## src/rtl/cct_pkg.sv

```systemverilog
// Shared types, constants and mask tables for the cable continuity and short tester.
// Used by cct_seq and cable_continuity_short_tester_top; depends on nothing else.
package cct_pkg;

    localparam int TEST_STEPS = 8;
    localparam int STEP_W     = 3;

    localparam logic [7:0]  IN1_BASE      = 8'h3F;
    localparam logic [7:0]  IN2_BASE      = 8'h60;
    localparam logic [7:0]  OUT1_ALL      = 8'h1E;
    localparam logic [7:0]  OUT2_ALL      = 8'h1D;
    localparam logic [7:0]  SETTLE_RESET  = 8'd10;
    localparam logic [15:0] HOLDOFF_RESET = 16'd2000;

    localparam logic CFG_SETTLE  = 1'b0;
    localparam logic CFG_HOLDOFF = 1'b1;

    typedef struct packed {
        logic       start_n;
        logic [7:0] port_b_pins;
        logic [7:0] port_c_pins;
        logic [7:0] port_d_pins;
    } t_tick;

    typedef struct packed {
        logic [7:0] dir_c;
        logic [7:0] level_c;
        logic [7:0] dir_d;
        logic [7:0] level_d;
        logic       pass_lamp;
        logic       fail_lamp;
    } t_result;

    function automatic logic [7:0] drv1_mask(input logic [STEP_W-1:0] step);
        logic [7:0] m;
        unique case (step)
            3'd0:    m = 8'h02;
            3'd1:    m = 8'h04;
            3'd2:    m = 8'h08;
            3'd3:    m = 8'h10;
            default: m = 8'h00;
        endcase
        return m;
    endfunction

    function automatic logic [7:0] drv2_mask(input logic [STEP_W-1:0] step);
        logic [7:0] m;
        unique case (step)
            3'd4:    m = 8'h01;
            3'd5:    m = 8'h04;
            3'd6:    m = 8'h08;
            3'd7:    m = 8'h10;
            default: m = 8'h00;
        endcase
        return m;
    endfunction

    function automatic logic [7:0] rcv1_mask(input logic [STEP_W-1:0] step);
        logic [7:0] m;
        unique case (step)
            3'd1:    m = 8'h08;
            3'd2:    m = 8'h01;
            3'd3:    m = 8'h04;
            3'd4:    m = 8'h20;
            3'd5:    m = 8'h02;
            3'd6:    m = 8'h10;
            default: m = 8'h00;
        endcase
        return m;
    endfunction

    function automatic logic [7:0] rcv2_mask(input logic [STEP_W-1:0] step);
        logic [7:0] m;
        unique case (step)
            3'd0:    m = 8'h40;
            3'd7:    m = 8'h20;
            default: m = 8'h00;
        endcase
        return m;
    endfunction

endpackage

```

## src/rtl/cct_seq.sv

```systemverilog
// Test sequencer: phase, step, wait counter, pass flag, drive registers and lamps.
// Consumes one registered tick per enable and presents the updated result; uses cct_pkg.
module cct_seq
    import cct_pkg::*;
(
    input  logic        i_clk,
    input  logic        i_rst_n,
    input  logic        i_en,
    input  t_tick       i_tick,
    input  logic [7:0]  i_settle,
    input  logic [15:0] i_holdoff,
    output t_result     o_res
);

    typedef enum logic [3:0] {
        PH_IDLE    = 4'd0,
        PH_SETTLE0 = 4'd1,
        PH_GAP     = 4'd2,
        PH_HIGH    = 4'd3,
        PH_LOW     = 4'd4,
        PH_RELEASE = 4'd5,
        PH_HOLDOFF = 4'd6
    } t_phase;

    t_phase            r_phase, n_phase;
    logic [STEP_W-1:0] r_step, n_step;
    logic [15:0]       r_wait, n_wait;
    logic              r_all_ok, n_all_ok;
    logic [7:0]        r_dir_c, n_dir_c, r_lvl_c, n_lvl_c;
    logic [7:0]        r_dir_d, n_dir_d, r_lvl_d, n_lvl_d;
    logic [1:0]        r_lamps, n_lamps;

    logic [15:0] w_settle_load;
    logic        w_wait_more;
    logic        w_last_step;
    logic [7:0]  w_d1, w_d2, w_r1, w_r2;
    logic [7:0]  w_pb, w_pc, w_pd;
    logic        w_hit, w_stray, w_readback, w_ok;

    assign w_settle_load = (i_settle == 8'd0) ? 16'd1 : {8'd0, i_settle};
    assign w_wait_more   = r_wait > 16'd1;
    assign w_last_step   = ({1'b0, r_step} + 4'd1) >= 4'(TEST_STEPS);
    assign w_d1 = drv1_mask(r_step);
    assign w_d2 = drv2_mask(r_step);
    assign w_r1 = rcv1_mask(r_step);
    assign w_r2 = rcv2_mask(r_step);
    assign w_pb = i_tick.port_b_pins;
    assign w_pc = i_tick.port_c_pins;
    assign w_pd = i_tick.port_d_pins;

    assign w_hit      = ((w_pb & IN1_BASE & w_r1) | (w_pc & IN2_BASE & w_r2)) != 8'd0;
    assign w_stray    = ((w_pb & IN1_BASE & ~w_r1) | (w_pc & IN2_BASE & ~w_r2)) != 8'd0;
    assign w_readback = ((w_pc & OUT1_ALL & ~w_d1) | (w_pd & OUT2_ALL & ~w_d2)) != 8'd0;
    assign w_ok       = w_hit && !w_stray && !w_readback;

    always_comb begin
        n_phase  = r_phase;
        n_step   = r_step;
        n_wait   = r_wait;
        n_all_ok = r_all_ok;
        n_dir_c  = r_dir_c;
        n_lvl_c  = r_lvl_c;
        n_dir_d  = r_dir_d;
        n_lvl_d  = r_lvl_d;
        n_lamps  = r_lamps;

        if (r_phase == PH_SETTLE0 || r_phase == PH_GAP || r_phase == PH_HIGH
                || r_phase == PH_LOW || r_phase == PH_HOLDOFF) begin
            n_wait = w_wait_more ? (r_wait - 16'd1) : 16'd0;
        end

        unique case (r_phase)
            PH_IDLE: begin
                if (!i_tick.start_n) begin
                    n_lvl_c = 8'd0;
                    n_lvl_d = 8'd0;
                    n_wait  = w_settle_load;
                    n_phase = PH_SETTLE0;
                end
            end
            PH_SETTLE0: begin
                if (!w_wait_more) begin
                    if (((w_pb & IN1_BASE) | (w_pc & IN2_BASE)) != 8'd0) begin
                        n_lamps = 2'b11;
                        n_phase = PH_RELEASE;
                    end else begin
                        n_all_ok = 1'b1;
                        n_step   = '0;
                        n_wait   = w_settle_load;
                        n_phase  = PH_GAP;
                    end
                end
            end
            PH_GAP: begin
                if (!w_wait_more) begin
                    n_dir_c = w_d1;
                    n_lvl_c = w_d1;
                    n_dir_d = w_d2;
                    n_lvl_d = w_d2;
                    n_wait  = w_settle_load;
                    n_phase = PH_HIGH;
                end
            end
            PH_HIGH, PH_LOW: begin
                if (!w_wait_more) begin
                    if (r_phase == PH_HIGH && w_ok) begin
                        n_dir_c = OUT1_ALL;
                        n_lvl_c = OUT1_ALL & ~w_d1;
                        n_dir_d = OUT2_ALL;
                        n_lvl_d = OUT2_ALL & ~w_d2;
                        n_wait  = w_settle_load;
                        n_phase = PH_LOW;
                    end else begin
                        if (r_phase == PH_HIGH || w_hit) begin
                            n_all_ok = 1'b0;
                        end
                        if (w_last_step) begin
                            n_lamps = n_all_ok ? 2'b01 : 2'b10;
                            n_phase = PH_RELEASE;
                        end else begin
                            n_step  = r_step + 3'd1;
                            n_wait  = w_settle_load;
                            n_phase = PH_GAP;
                        end
                    end
                end
            end
            PH_RELEASE: begin
                if (i_tick.start_n) begin
                    n_lamps = 2'b00;
                    n_wait  = (i_holdoff == 16'd0) ? 16'd1 : i_holdoff;
                    n_phase = PH_HOLDOFF;
                end
            end
            PH_HOLDOFF: begin
                if (!w_wait_more) begin
                    n_phase = PH_IDLE;
                end
            end
            default: begin
                n_phase = PH_IDLE;
            end
        endcase
    end

    always_ff @(posedge i_clk) begin
        if (!i_rst_n) begin
            r_phase  <= PH_IDLE;
            r_step   <= '0;
            r_wait   <= 16'd0;
            r_all_ok <= 1'b1;
            r_dir_c  <= 8'd0;
            r_lvl_c  <= 8'd0;
            r_dir_d  <= 8'd0;
            r_lvl_d  <= 8'd0;
            r_lamps  <= 2'b00;
        end else if (i_en) begin
            r_phase  <= n_phase;
            r_step   <= n_step;
            r_wait   <= n_wait;
            r_all_ok <= n_all_ok;
            r_dir_c  <= n_dir_c;
            r_lvl_c  <= n_lvl_c;
            r_dir_d  <= n_dir_d;
            r_lvl_d  <= n_lvl_d;
            r_lamps  <= n_lamps;
        end
    end

    assign o_res.dir_c     = n_dir_c;
    assign o_res.level_c   = n_lvl_c;
    assign o_res.dir_d     = n_dir_d;
    assign o_res.level_d   = n_lvl_d;
    assign o_res.pass_lamp = n_lamps[0];
    assign o_res.fail_lamp = n_lamps[1];

    a_idle_dark: assert property (@(posedge i_clk) disable iff (!i_rst_n)
        r_phase == PH_IDLE |-> r_lamps == 2'b00)
        else $error("lamps lit while idle");

    a_hold_when_off: assert property (@(posedge i_clk) disable iff (!i_rst_n)
        !i_en |=> $stable(r_phase) && $stable(r_step) && $stable(r_wait))
        else $error("sequencer moved without a tick");

    a_step_only_in_test: assert property (@(posedge i_clk) disable iff (!i_rst_n)
        (i_en && (r_phase == PH_IDLE || r_phase == PH_HOLDOFF)) |=> $stable(r_step))
        else $error("step index changed outside the test run");

endmodule

```

## src/rtl/cable_continuity_short_tester_top.sv

```systemverilog
// Top level of the cable continuity and short tester: input register, sequencer, result register.
// Instantiates cct_seq; uses cct_pkg.
//
//  Channel | Direction | Handshake                  | Payload
//  --------+-----------+----------------------------+------------------------------------------
//  in      | in        | i_in_valid / o_in_stall    | i_start_n, i_port_b/c/d_pins
//  out     | out       | o_out_valid / i_out_stall  | o_dir_c, o_level_c, o_dir_d, o_level_d, lamps
//  cfg     | in        | i_cfg_we                   | i_cfg_index, i_cfg_data
//
// One beat is accepted per cycle while o_in_stall is low; each produces one result beat.
// The input register feeds the sequencer update, which is written into the result register.
// Synchronous active-low reset clears the sequencer and the pipeline valid flags and loads the reset configuration.
// A stall on the output holds the result register and then the input register in turn.
module cable_continuity_short_tester_top
    import cct_pkg::*;
(
    input  logic        i_clk,
    input  logic        i_rst_n,
    input  logic        i_in_valid,
    output logic        o_in_stall,
    input  logic        i_start_n,
    input  logic [7:0]  i_port_b_pins,
    input  logic [7:0]  i_port_c_pins,
    input  logic [7:0]  i_port_d_pins,
    output logic        o_out_valid,
    input  logic        i_out_stall,
    output logic [7:0]  o_dir_c,
    output logic [7:0]  o_level_c,
    output logic [7:0]  o_dir_d,
    output logic [7:0]  o_level_d,
    output logic        o_pass_lamp,
    output logic        o_fail_lamp,
    input  logic        i_cfg_we,
    input  logic        i_cfg_index,
    input  logic [15:0] i_cfg_data
);

    logic        r_s1_valid;
    t_tick       r_s1_tick;
    logic        r_out_valid;
    t_result     r_out;
    logic [7:0]  r_settle;
    logic [15:0] r_holdoff;

    logic    w_out_free;
    logic    w_s1_adv;
    logic    w_in_acc;
    t_result w_res;

    assign w_out_free = !r_out_valid || !i_out_stall;
    assign w_s1_adv   = r_s1_valid && w_out_free;
    assign o_in_stall = r_s1_valid && !w_out_free;
    assign w_in_acc   = i_in_valid && !o_in_stall;

    always_ff @(posedge i_clk) begin
        if (!i_rst_n) begin
            r_settle  <= SETTLE_RESET;
            r_holdoff <= HOLDOFF_RESET;
        end else if (i_cfg_we) begin
            unique case (i_cfg_index)
                CFG_SETTLE:  r_settle  <= i_cfg_data[7:0];
                CFG_HOLDOFF: r_holdoff <= i_cfg_data;
                default:     r_settle  <= r_settle;
            endcase
        end
    end

    always_ff @(posedge i_clk) begin
        if (!i_rst_n) begin
            r_s1_valid <= 1'b0;
        end else if (w_in_acc) begin
            r_s1_valid <= 1'b1;
        end else if (w_s1_adv) begin
            r_s1_valid <= 1'b0;
        end
    end

    always_ff @(posedge i_clk) begin
        if (w_in_acc) begin
            r_s1_tick.start_n     <= i_start_n;
            r_s1_tick.port_b_pins <= i_port_b_pins;
            r_s1_tick.port_c_pins <= i_port_c_pins;
            r_s1_tick.port_d_pins <= i_port_d_pins;
        end
    end

    cct_seq u_seq (
        .i_clk     (i_clk),
        .i_rst_n   (i_rst_n),
        .i_en      (w_s1_adv),
        .i_tick    (r_s1_tick),
        .i_settle  (r_settle),
        .i_holdoff (r_holdoff),
        .o_res     (w_res)
    );

    always_ff @(posedge i_clk) begin
        if (!i_rst_n) begin
            r_out_valid <= 1'b0;
        end else if (w_out_free) begin
            r_out_valid <= w_s1_adv;
        end
    end

    always_ff @(posedge i_clk) begin
        if (w_s1_adv) begin
            r_out <= w_res;
        end
    end

    assign o_out_valid = r_out_valid;
    assign o_dir_c     = r_out.dir_c;
    assign o_level_c   = r_out.level_c;
    assign o_dir_d     = r_out.dir_d;
    assign o_level_d   = r_out.level_d;
    assign o_pass_lamp = r_out.pass_lamp;
    assign o_fail_lamp = r_out.fail_lamp;

    a_stall_needs_item: assert property (@(posedge i_clk) disable iff (!i_rst_n)
        o_in_stall |-> r_s1_valid && r_out_valid)
        else $error("input stalled with no beat in flight");

    a_accept_loads: assert property (@(posedge i_clk) disable iff (!i_rst_n)
        w_in_acc |=> r_s1_valid)
        else $error("accepted beat lost from input register");

    a_advance_emits: assert property (@(posedge i_clk) disable iff (!i_rst_n)
        w_s1_adv |=> r_out_valid)
        else $error("sequencer update produced no result beat");

endmodule

```

## config.mk

```make
export PLATFORM = sky130hd
export DESIGN_NAME = cable_continuity_short_tester_top
export DESIGN_NICKNAME = d
export VERILOG_FILES = /design/src/rtl/cct_pkg.sv /design/src/rtl/cct_seq.sv /design/src/rtl/cable_continuity_short_tester_top.sv
export SDC_FILE = /design/constraint.sdc
export NUM_CORES = 1
export LEC_CHECK = 0
export BUFFER_PORTS_ARGS = -buffer_cell sky130_fd_sc_hd__buf_4
export CAP_MARGIN = 0
export CORE_AREA = 2 2 136 165
export CTS_CLUSTER_SIZE = 24
export DETAILED_ROUTE_END_ITERATION = 12
export DIE_AREA = 0 0 138 167
export GPL_ROUTABILITY_DRIVEN = 0
export GPL_TIMING_DRIVEN = 0
export PLACE_DENSITY_LB_ADDON = 0.15
export SETUP_SLACK_MARGIN = 0.4
export SLEW_MARGIN = 15
export SYNTH_ARGS = -nofsm -noshare
export SYNTH_HDL_FRONTEND = slang
export SYNTH_SLANG_ARGS = --single-unit
```

## constraint.sdc

```tcl
create_clock -name i_clk -period 2.8 [get_ports i_clk]
set_input_delay 0.28 -clock i_clk [delete_from_list [all_inputs] [get_ports i_clk]]
set_output_delay 0.28 -clock i_clk [all_outputs]
set_load 0.01 [all_outputs]
```

Word level (Yosys, flattened, before mapping). Cells that the tools add are included.

Register bits: 137. Input bits: 47. Output and inout port bits: 36.

Add/sub/neg operators: 3. Magnitude comparators: 2. Equal/unequal tests: 22. Multiplexer cells: 70. Bitwise operators: 15. Reductions and logical operators: 34.

Operator list (count): $mux 16 (11); $mux 8 (15); $pmux 16 s5 (1); $pmux 8 s3 (2); $pmux 5 s4 (2); $pmux 6 s6 (1); $pmux 8 s2 (2); $reduce_bool 8->1 (4); $mux 4 (7); $or 8x8->8 (3); $pmux 4 s6 (1); $mux 3 (7); $ne 2x2->1 const B (9); $and 5x8->8 (2); $gt 16x1->1 const B (1); $logic_not 16->1 (1); $sub 16x1->16 const B (1); $mux 2 (7); $pmux 7 s2 (1); $reduce_and 7->1 (2); $eq 3x3->1 const B (4); $eq 4x3->1 const B (3); $mux 1 (10); $and 6x8->8 (1); other kinds (29) (48).

Depth between registers and ports, before layout.
Depth in word-level cells: 18. Depth in mapped cells: 10.

Cells and area by module. Synthesis repeated with hierarchy kept, for this count alone.

Cells, all modules: 684. Area total of the unflattened synthesis: 6641.4 sq um.

By module, submodules not included: cct_seq (instances 1, cells an instance 512, area an instance 3823.7 sq um, sequential area each 1141.1 sq um); cable_continuity_short_tester_top (instances 1, cells an instance 172, area an instance 2817.7 sq um, sequential area each 2292.2 sq um).

Worst setup path after synthesis. OpenSTA, ideal clock, no wires.

Kind: register to register. From: register u_seq.r_step[0]. To: register r_out, in the netlist o_level_c[1], data pin. Arrival: 2424 ps. Data required time: 2546 ps. Slack: 123 ps. Cell stages (with the launch flop): 11. Clock period less this slack: 2677 ps. Cells stage by stage: dfxtp_1 -> inv_1 -> ha_1 -> nand2_1 -> a211oi_1 -> o22a_1 -> nand3_2 -> a21oi_1 -> nor2_1 -> clkbuf_1 -> a21o_1.

Word-level cells in the longest chain between the ends: 13. Elaborated cells between the ends (all ways): 37.

RTL lines: from (decl) (line cct_seq.sv:26) `logic [STEP_W-1:0] r_step, n_step;`; from (signal assigned) (line cct_seq.sv:159) `r_step <= n_step;`; $eq 3x3->1 (tied with other cells) (line cct_pkg.sv:48, cct_pkg.sv:60); $pmux 6 s6 or $pmux 7 s2 (tied branches) (line cct_pkg.sv:60, cct_pkg.sv:74); $not 6->8 or $not 7->8 (tied branches) (line cct_seq.sv:52) `assign w_stray = ((w_pb & IN1_BASE & ~w_r1) | (w_pc & IN2_BASE & ~w_r2)) != 8'd0;`; $and 6x8->8 or $and 7x8->8 (tied branches) (line cct_seq.sv:52); $or 8x8->8 (line cct_seq.sv:52); $reduce_bool 8->1 (line cct_seq.sv:52); $logic_not 1->1 (line cct_seq.sv:54) `assign w_ok = w_hit && !w_stray && !w_readback;`; $logic_and 1x1->1 (2 in series) (line cct_seq.sv:54); $logic_and 1x1->1 (line cct_seq.sv:106) `if (r_phase == PH_HIGH && w_ok) begin`; $mux 8 (line cct_seq.sv:106); $mux 8 (line cct_seq.sv:105) `if (!w_wait_more) begin`; $pmux 8 s3 (*) (line cct_seq.sv:72) `unique case (r_phase)`; via u_seq.n_lvl_c[1] (line cct_seq.sv:29) `logic [7:0] r_dir_c, n_dir_c, r_lvl_c, n_lvl_c;`; to (signal assigned) (line cable_continuity_short_tester_top.sv:107) `r_out <= w_res;`; to (decl) (line cable_continuity_short_tester_top.sv:41) `t_result r_out;`.

The timed path passes the listed nets; every way through them passes the cells marked *. A chain may end at the register's enable or synchronous reset.

Worst setup path in the final report.
From: register u_seq.r_wait[2]. To: register u_seq.r_lvl_c[3].

Word-level cells in the longest chain between the ends: 3. Elaborated cells between the ends (all ways): 4.

RTL lines: from (decl) (line cct_seq.sv:27) `logic [15:0] r_wait, n_wait;`; from (signal assigned) (line cct_seq.sv:160) `r_wait <= n_wait;`; $gt 16x1->1 (*) (line cct_seq.sv:41) `assign w_wait_more = r_wait > 16'd1;`; $mux 8, on equally long branches (line cct_seq.sv:105, cct_seq.sv:95); $pmux 8 s3 (*) (line cct_seq.sv:72); to (signal assigned) (line cct_seq.sv:163) `r_lvl_c <= n_lvl_c;`; to (decl) (line cct_seq.sv:29).

Every way passes the cells marked *; elsewhere a longest branch is shown, timed or not.

==> metrics.txt <==
worst-skew pair later-pin latency 0.43 ns; IO buf count 73; io pins 83; clk root buf clkbuf_16; DRT iter0 DRCs 533; Worst Tran Pin Value 0.863 ns; Hold Path Class input pin to flop; Net count, final 878; Top delay family on crit path simple AND/OR/NAND/NOR gates; Seq/Total Area, Yosys 0.503; Routed WL 19,600 µm; DRT Pass-1 Iters 5; Hold Violations, Final 0; CP Cell Sequence or4_4, nor4_4, buf_6, nand2_8, a211o_1, a211o_4, buf_6, a22oi_2, nor2_1; status complete, no violations; gr usage total 0.167; Ys Warns 0; FMAX 396 MHz; Vias 5,903; slowest cell delay on critical path 0.54 ns; CP max-delay cell or4_4; Max Cap Violations 0; clk buf depth 2; largest net degree at the start of global routing 44; Final ANT Viol Nets 0; die area 23,000 µm²; commonest cells after routing, fill and taps aside buf_4 (105), nand2_1 (80), dfxtp_1 (72); Slew Viols, Final 0; DR vias/cell 5.32; Worst-path clk slew 0.06 ns; Crit. End Element flop; Async SR Flop Fraction 0; biggest registers after layout r_s1_tick: 17 flops, r_holdoff: 16 flops, u_seq.r_wait: 16 flops; Largest Register r_s1_tick; Leakage 0.00337 µW; Mapped Nets 741; Die Width 138 µm; max reg flops 17; first-pass GRT wire length 30,600 µm; # clock sinks 134; per-cell routed wire length 17.6 µm; ys flop type dfxtp_1; post-synthesis register bit count 134; power per cell area 553 nW/µm²; cts bufs inserted 17; Setup violations, final 0; chip height 167 µm; Post-CTS Hold Fix Bufs 0; FP Rows 59; Mapped Avg Cell Area 9.26 µm²; Buf+Inv Stages, Crit Path 2; Rel. slew slack 0.422; Placed Area 7280 µm²; number of cells produced by synthesis 686; Final WS setup 0.272 ns; Synth cell types 70; layout cells sized above 1 0.347; CTS tree yes; H-tree Lvls 4; Core ar. 21,400 µm²; Worst Path Required 3.09 ns; hpwl dp 13,600 µm; RSZ-0062 raised after global routing true; critical path class flop to flop; CP Launch Type flop; vias in the first global route 5,857; post-layout min period 2.53 ns; initial antenna violation count 0; Ant. Diodes 0; CP arrival 2.81 ns; Critical Path Fanout Max 5; EDFF count, synth 51; CP most frequent cell buf_6; final instance area 8970 µm²; Mapped Area 6350 µm²; clock skew 0.0110 ns; DP Worst Slack -0.186 ns; period utilisation layout 0.903; synth-to-layout area growth 41.2%; drt drc 0; commonest non-fill, non-tap cell in the layout buf_4; Overflow after GRT 0; VDD IR max 403 µV; Initial Util 0.297
[per-stage QoR]
stage / util / cells / hold WS [ns] / TNS, ns / power, µW
after global placement: 0.340 / 1033 / 0.455 / -2.30 / 2720
after detailed placement: 0.340 / 1033 / 0.459 / -3.75 / 2720
final: 0.419 / 1110 / 0.0313 / 0 / 4960
after floorplan: - / 686 / 0.379 / 0 / 2510
after global routing: 0.419 / 1110 / 0.0156 / 0 / 5160
after CTS: 0.396 / 1091 / 0.0187 / 0 / 4910
[power by group]
part	internal (µW)	switching, µW	leakage, µW	total (µW)
registers	2100	58.7	0.00116	2150
clock network	1170	888	0.000251	2050
logic	335	421	0.00196	755
total	3600	1370	0.00337	4960
[metal layers]
layer,track usage,wire length (µm),vias up
li1,-,-,2818
met1,0.197,8090,2840
met2,0.293,9870,190
met3,0.0313,951,55
met4,0.0768,650,0
met5,0,0,-
[cells by family after synthesis]
kind of cell	count (synthesis)	share of synthesized area
xor gates and xnor gates	8	0.0110
adders and majority gates	8	0.0158
buffers and inverters	52	0.0329
muxes	8	0.0126
DFF	134	0.503
and+or+nand+nor	278	0.218
AOI/OAI and AO/OA	198	0.207
[worst paths after layout]
check                         from          endpoint  slack (ns)  depth (start not counted)
setup / recovery   u_seq.r_wait[2]  u_seq.r_lvl_c[3]        0.27                          9
hold / removal    i_port_b_pins[4]     r_s1_tick[20]        0.03                          1
setup reg to reg   u_seq.r_wait[2]  u_seq.r_lvl_c[3]        0.27                          9
hold reg to reg       r_holdoff[0]      r_holdoff[0]        0.47                          2
[final cells by class]
class | count | area [µm²]
Sequential cell | 134 | 3220
Multi-Input combinational cell | 501 | 3650
Buffer | 39 | 221
Clock inverter | 12 | 92.6
Fill cell | 2141 | 12400
Inverter | 13 | 56.3
Clock buffer | 20 | 447
Tap cell | 274 | 343
Timing Repair Buffer | 117 | 937
[synth_stat cells (all sizes together), types with 12 or more instances]
library cell  number  area, µm²
and3              18        113
nor2              68        258
inv               13       48.8
o21ai             43        215
edfxtp            51       1530
dfxtp             83       1660
clkbuf            33        124
nand3             22        115
nor2b             12       75.1
nor3              13       65.1
nand2             88        338
and2              16        100
a22oi             15        113
a21oi             52        260
[worst register-to-register path, delay by kind of cell, from the launching register on]
family | cells | cell delay (ns)
buf+inv | 2 | 0.33
flops | 1 | 0.34
simple gates | 4 | 0.91
compound gates | 3 | 0.80
[repair_timing]
item	CTS	global route
buffers inserted	23	18
gates resized for setup	107	93
cloned	3	1
pin swaps	22	37
endpoints found under the setup margin	119	79
Note: power is estimated with default switching activity, not from simulation.
